## src/rtl/core/quaternion_to_euler_angles_core_assert.svh

```systemverilog
// ---------------------------------------------------------------------------
// Quaternion to Euler angles assertion macros
// Shared property templates for the core's concurrent checks.
// ---------------------------------------------------------------------------
`ifndef QUATERNION_TO_EULER_ANGLES_CORE_ASSERT_SVH
`define QUATERNION_TO_EULER_ANGLES_CORE_ASSERT_SVH

// same-cycle implication
`define Q2E_ASSERT_IMPLY(lbl, ante, cons, msg) \
    lbl: assert property (@(posedge clk) disable iff (!rst_n) (ante) |-> (cons)) \
        else $error(msg);

// next-cycle implication
`define Q2E_ASSERT_NEXT(lbl, ante, cons, msg) \
    lbl: assert property (@(posedge clk) disable iff (!rst_n) (ante) |=> (cons)) \
        else $error(msg);

`endif

```

## src/rtl/core/q2e_pkg.sv

```systemverilog
// ---------------------------------------------------------------------------
// Quaternion to Euler angles package
// Widths, constants, CORDIC angle table and shared helper functions.
// ---------------------------------------------------------------------------
package q2e_pkg;

    localparam int CORDIC_STAGES = 16;
    localparam int ANGLE_WIDTH   = 16;

    localparam int QW        = 16;
    localparam int PW        = 32;
    localparam int CW        = 36;
    localparam int ZW        = 34;
    localparam int SH_W      = 5;
    localparam int ROOT_W    = 29;
    localparam int REM_W     = 32;
    localparam int SQ_CELLS  = 29;
    localparam int RAD_W     = 2 * SQ_CELLS;
    localparam int CFG_IDX_W = 1;
    localparam int CFG_DW    = 15;

    localparam logic [CFG_IDX_W-1:0] CFG_DIRECTION      = 1'b0;
    localparam logic [CFG_IDX_W-1:0] CFG_LOCK_THRESHOLD = 1'b1;

    localparam logic [CFG_DW-1:0] LOCK_THRESHOLD_RST = 15'd16382;

    localparam logic signed [CW-1:0] HALF_Q28 = CW'(1) <<< 27;
    localparam logic signed [CW-1:0] SP_RND   = CW'(1) <<< 13;
    localparam logic signed [CW-1:0] SP_MAX   = CW'(16384);
    localparam logic signed [CW-1:0] SP_MIN   = -CW'(16384);
    localparam logic [ROOT_W-1:0]    ONE_Q28  = ROOT_W'(1) << 28;
    localparam logic signed [ZW-1:0] PI_UNITS = ZW'(1) <<< 31;
    localparam logic signed [ZW-1:0] PITCH_MAX = ZW'(16384);
    localparam logic signed [ZW-1:0] PITCH_MIN = -ZW'(16384);

    localparam int AW_DOWN = (ANGLE_WIDTH > 16) ? ANGLE_WIDTH - 16 : 0;
    localparam int AW_HALF = (AW_DOWN > 0) ? AW_DOWN - 1 : 0;
    localparam int AW_UP   = (ANGLE_WIDTH < 16) ? 16 - ANGLE_WIDTH : 0;
    localparam logic signed [ZW-1:0] BAU_RND  = ZW'(1) <<< (31 - ANGLE_WIDTH);
    localparam logic signed [ZW-1:0] BAU_RND2 = ZW'(1) <<< AW_HALF;

    typedef struct packed {
        logic signed [CW-1:0] x;
        logic signed [CW-1:0] y;
        logic signed [ZW-1:0] z;
        logic                 zero;
    } cordic_t;

    typedef struct packed {
        logic [REM_W-1:0]  rem;
        logic [ROOT_W-1:0] root;
        logic [RAD_W-1:0]  rad;
    } sqrt_t;

    function automatic logic signed [ZW-1:0] atan_entry(input logic [SH_W-1:0] i);
        logic signed [ZW-1:0] a;
        case (i)
            5'd0:    a = ZW'(536870912);
            5'd1:    a = ZW'(316933406);
            5'd2:    a = ZW'(167458907);
            5'd3:    a = ZW'(85004756);
            5'd4:    a = ZW'(42667331);
            5'd5:    a = ZW'(21354465);
            5'd6:    a = ZW'(10679838);
            5'd7:    a = ZW'(5340245);
            5'd8:    a = ZW'(2670163);
            5'd9:    a = ZW'(1335087);
            5'd10:   a = ZW'(667544);
            5'd11:   a = ZW'(333772);
            5'd12:   a = ZW'(166886);
            5'd13:   a = ZW'(83443);
            5'd14:   a = ZW'(41722);
            5'd15:   a = ZW'(20861);
            5'd16:   a = ZW'(10430);
            5'd17:   a = ZW'(5215);
            5'd18:   a = ZW'(2608);
            5'd19:   a = ZW'(1304);
            5'd20:   a = ZW'(652);
            5'd21:   a = ZW'(326);
            5'd22:   a = ZW'(163);
            5'd23:   a = ZW'(81);
            default: a = '0;
        endcase
        return a;
    endfunction

    function automatic logic signed [CW-1:0] ext_prod(input logic signed [PW-1:0] a);
        return {{(CW-PW){a[PW-1]}}, a};
    endfunction

    function automatic logic signed [ZW-1:0] to_bau(input logic signed [ZW-1:0] z);
        logic signed [ZW-1:0] q;
        q = (z + BAU_RND) >>> (32 - ANGLE_WIDTH);
        if (AW_DOWN > 0)
        begin
            q = (q + BAU_RND2) >>> AW_DOWN;
        end
        return q <<< AW_UP;
    endfunction

endpackage

```

## src/rtl/core/q2e_sqrt_cell.sv

```systemverilog
// ---------------------------------------------------------------------------
// Square root cell
// One restoring digit step of an integer square root, registered.
// ---------------------------------------------------------------------------
module q2e_sqrt_cell (
    input  logic           clk,
    input  q2e_pkg::sqrt_t cin,
    output q2e_pkg::sqrt_t cout
);
    import q2e_pkg::*;

    logic [REM_W-1:0] rem_sh;
    logic [REM_W-1:0] trial;
    sqrt_t            cout_next;
    sqrt_t            cout_reg;

    always_comb
    begin
        rem_sh = {cin.rem[REM_W-3:0], cin.rad[RAD_W-1 -: 2]};
        trial  = {{(REM_W-ROOT_W-1){1'b0}}, cin.root[ROOT_W-2:0], 2'b01};
        cout_next.rad = {cin.rad[RAD_W-3:0], 2'b00};
        if (rem_sh >= trial)
        begin
            cout_next.rem  = rem_sh - trial;
            cout_next.root = {cin.root[ROOT_W-2:0], 1'b1};
        end
        else
        begin
            cout_next.rem  = rem_sh;
            cout_next.root = {cin.root[ROOT_W-2:0], 1'b0};
        end
    end

    always_ff @(posedge clk)
    begin
        cout_reg <= cout_next;
    end

    assign cout = cout_reg;

endmodule

```

## config.mk

```make
export PLATFORM = sky130hd
export DESIGN_NAME = q2e_sqrt_cell
export DESIGN_NICKNAME = d
export VERILOG_FILES = /design/src/rtl/core/quaternion_to_euler_angles_core_assert.svh /design/src/rtl/core/q2e_pkg.sv /design/src/rtl/core/q2e_sqrt_cell.sv
export SDC_FILE = /design/constraint.sdc
export NUM_CORES = 1
export LEC_CHECK = 0
export BUFFER_PORTS_ARGS = -buffer_cell sky130_fd_sc_hd__buf_2
export CELL_PAD_IN_SITES_DETAIL_PLACEMENT = 1
export CELL_PAD_IN_SITES_GLOBAL_PLACEMENT = 2
export CORE_MARGIN = 2
export CORE_UTILIZATION = 23
export DETAILED_ROUTE_END_ITERATION = 7
export HOLD_SLACK_MARGIN = 0.12
export PLACE_DENSITY_LB_ADDON = 0.15
export RECOVER_POWER = 100
export SETUP_SLACK_MARGIN = 0.1
export SLEW_MARGIN = 20
export SYNTH_ARGS = -nofsm -noshare
export SYNTH_HDL_FRONTEND = slang
export SYNTH_SLANG_ARGS = --single-unit
```

## constraint.sdc

```tcl
create_clock -name clk -period 1.92 [get_ports clk]
set_input_delay 0 -clock clk [delete_from_list [all_inputs] [get_ports clk]]
set_output_delay 0 -clock clk [all_outputs]
set_load 0.05 [all_outputs]
```

## After elaboration in Yosys (flattened, before gate mapping)

Cells that the tools add are included.

- Add/subtract/negate cells: 1
- Order comparisons: 1
- Multiplexer cells: 1

Operators by type and width:

| cell | count |
|---|---|
| $mux W61 | 1 |
| $ge A32 B30 Y1 | 1 |
| $sub A32 B30 Y32 | 1 |

- Register bits after elaboration: 117
- Bits of input ports: 120
- Output and inout port bits: 119
- Logic and storage cells: 6

## Depth between registers and ports, before layout

- Depth in word-level cells: 2
- Gate-level depth with buffers: 13
- Mapped depth without buffers: 10

## Least setup slack after synthesis

OpenSTA, ideal clock, no wires.

- Kind: input to register
- Start point: input cin[75] in the netlist's numbering
- End point: register cout_reg, in the netlist cout[95]
- Setup time: 0.123 ns
- Arrival time: 1.982 ns
- Slack: -0.185 ns
- Cell stages on the path: 11
- Path buffers: 2
- Cell sequence: inv_1 -> ha_1 -> buf_2 -> a21o_1 -> o21bai_1 -> or2_0 -> o22a_1 -> o31a_1 -> a31oi_4 -> buf_6 -> mux2_1

RTL lines:

| what | line | source |
|---|---|---|
| start, declared | q2e_sqrt_cell.sv:7 | `input q2e_pkg::sqrt_t cin,` |
| end signal, assigned | q2e_sqrt_cell.sv:36 | `cout_reg <= cout_next;` |
| end, declared | q2e_sqrt_cell.sv:15 | `sqrt_t cout_reg;` |

==> results.json <==
{
  "outcome": "finished with violations",
  "violated_checks": "hold timing",
  "yosys.cell_types.count": 56,
  "power.net_switching_w": 0.002969,
  "layout.core_utilization_pct": 44.98,
  "synthDominantAreaCellType": "dfxtp_1",
  "synth_enable_flop_cells": 0,
  "sinks_on_the_clock_net": 117,
  "largest_register_ffs": 117,
  "routed_via_density": 4.164,
  "drt_iter0_markers": 81,
  "timing.fmax_ghz": 0.5533,
  "cp.depth": 11,
  "fin_crit_ns": 1.807,
  "worstPathBufferInverterCount": 2,
  "grt_pass1_vias": 5319,
  "cp_cell_sequence": "clkbuf_1, inv_2, ha_4, and4_4, nand2_2, or3_4, a21o_1, a21oi_4, nand4_1, and4b_1, xor2_1",
  "ctsHtreeMaxLevel": 4,
  "floorplan.initialDensity_pct": 23.30,
  "final_design_area_no_fill_um2": 8726,
  "antenna-diode-count": 0,
  "worst_setup_hold_path_clk_slew_ns": 0.06,
  "setup.worst_path.class": "in2reg",
  "floorplan.rows": 51,
  "critical_path_s_slowest_cell": "or3_4",
  "drt_wl_total_um": 17400,
  "die-area_um2": 20790,
  "cts_tree": "yes",
  "number_of_synthesized_register_bits": 117,
  "worst_path_required_time_ns": 2.23,
  "worstPathMaxFanout": 6,
  "vdd.ir_drop.worst_mv": 0.6100,
  "final.setup.worst_slack_ns": 0.1126,
  "cp.arrival_ns": 2.11,
  "max_slew_margin_vs_limit_pct": 55.63,
  "finalHoldViolations": 1,
  "routed-via-count": 4959,
  "io_port_bufs": 233,
  "crit_path_end_kind": "register",
  "detailed_place.area_um2": 6818,
  "global_route_wire_length_before_repair_um": 26230,
  "cts-buffers-inserted": 17,
  "power.combinational.fraction_pct": 29.5,
  "power.share.clock_pct": 38.3,
  "leakage_nw": 3.917,
  "synthesis.area_um2": 4521,
  "top_cells_by_area_in_the_synthesized_netlist": "dfxtp_1 (52%), ha_1 (8.3%), nand2_1 (4.4%)",
  "filler_cell_count": 2365,
  "cts.root.buffer_cell": "clkbuf_16",
  "ioPinCount": 239,
  "hold_path.class": "in2reg",
  "layout-drive-gt1-share_pct": 32.29,
  "gr-usage-all-layers_pct": 16.20,
  "rsz0062_at_grt": "true",
  "syn-instance-count": 457,
  "post-route-drc-count": 0,
  "cpPeakStageDelay_ns": 0.38,
  "whs_ns": -0.1651,
  "post-synth-top-area-fraction_pct": 51.81,
  "drt_first_pass_iters": 4,
  "final_cycle_share_pct": 94.13,
  "core_region_area_um2": 19400,
  "pre_cts_slack_ns": -0.4916,
  "grt_max_degree": 21,
  "detailedPlacementHpwl_um": 12680,
  "overflow": 0,
  "worstSetupStartpointType": "primary input",
  "drv.max_cap_violation_count": 0,
  "sequential_power_share_pct": 32.2,
  "post_drt_wl_per_cell_um": 14.61,
  "max_slew.worst_pin.slew_ns": 0.6684,
  "worst_hold_path.num_cells": 3,
  "seq_area_frac_synth_pct": 51.81,
  "setup_viol_count_final": 0,
  "avgSynthCellArea_um2": 9.892,
  "synth-warning-count": 0,
  "layout.nets": 1063,
  "drv_slew": 0,
  "kind_of_cell_adding_the_most_delay_to_the_critical_path": "simple AND/OR/NAND/NOR gates",
  "layout.cells.most_common": "clkbuf_1",
  "finalNonFillerCells": 1191,
  "cts_buffer_depth": 2,
  "fp.dieH_um": 144.2,
  "switching_share_pct": 34.74,
  "area_growth_syn_to_layout_pct": 93.03,
  "routabilityCongestion": 0.7700,
  "pwr_density_cell_nw_per_um2": 979.2,
  "power_report.internal_total_w": 0.005576,
  "postSynth.asyncResetShare_pct": 0,
  "ys.flop_type": "dfxtp_1",
  "floorplan.die.width_um": 144.2,
  "antenna_found_initial": 0,
  "final_antenna_net_count": 0,
  "dpl.cell_count": 1034,
  "most-common-layout-cells": "clkbuf_1 (128), dfxtp_1 (117), dlygate4sd3_1 (116)"
}
-- cell families after synthesis --
family,synth area share [%]
compound gates,18.41
flops,51.81
simple gates,10.74
buf+inv,5.148
fa+ha+maj,8.303
xor+xnor,5.037
mux,0.4705
other cells,0.08295
-- final timing paths --
kind / from / to / slack, ns
worst max-delay path: cin[64] / cout[118]$_DFF_P_ / 0.11
worst min-delay path: cin[90] / cout[92]$_DFF_P_ / -0.17
-- layer usage --
metal	GRT usage [%]	wire length [um]
met1	18.60	7334
met2	28.92	8602
met3	5.000	1288
met4	4.803	175
met5	0	0
-- metrics by stage --
step	total power, W	TNS (ns)
2_1_floorplan	0.004306	-0.04111
3_3_place_gp	0.005091	-6.882
3_5_place_dp	0.005112	-8.397
4_1_cts	0.008644	0
5_1_grt	0.008984	0
6_report	0.008545	0
-- timing repair --
item | in CTS | in global routing
gates resized for setup | 4 | 50
endpoints found under the setup margin | 4 | 31
buffers inserted | 0 | 9
pin swaps | 4 | 27
hold endpoints to repair | 116 | 4
hold buffers | 113 | 3
-- worst min-delay path: stages --
cell and delay (ns):
buf_2 0.11, nand2_1 0.05, o21ai_0 0.06
-- final cells by class --
cell class / instances / area (um^2) / area share (%)
timing repair buffer: 451 / 3038 / 34.81
tap: 265 / 331.6 / 3.800
clock inverter: 14 / 165.2 / 1.893
clock buffer: 18 / 439.2 / 5.033
multi-input combinational: 289 / 2263 / 25.94
sequential: 117 / 2342 / 26.84
inverter: 37 / 146.4 / 1.678
-- power groups by stage --
stage | sequential, W | combinational (W) | clock (W)
2_1_floorplan | 0.00364 | 0.000663 | 0
3_3_place_gp | 0.00279 | 0.00230 | 0
3_5_place_dp | 0.00279 | 0.00232 | 0
4_1_cts | 0.00274 | 0.00252 | 0.00339
5_1_grt | 0.00277 | 0.00272 | 0.00350
6_report | 0.00275 | 0.00252 | 0.00327
-- cells in the mapped netlist, types with 2 or more instances --
cell type	number
a211oi_2	3
a21o_1	18
a21oi_1	27
a21oi_2	2
a221o_1	2
a31oi_1	6
and2_1	3
and3_1	4
and4_1	2
buf_2	2
buf_4	3
buf_6	3
clkbuf_1	6
dfxtp_1	117
ha_1	30
inv_1	37
nand2_1	53
nand2b_1	4
nand3_1	4
nand4_1	3
nor2_1	19
nor2b_1	2
nor3_1	4
o211ai_1	3
o21a_1	3
o21ai_0	27
o21ai_1	7
o21bai_1	4
o31a_1	4
o31ai_1	4
o41ai_1	2
xnor2_1	9
xor2_1	17
No activity file was read; power rests on OpenSTA's default activity.
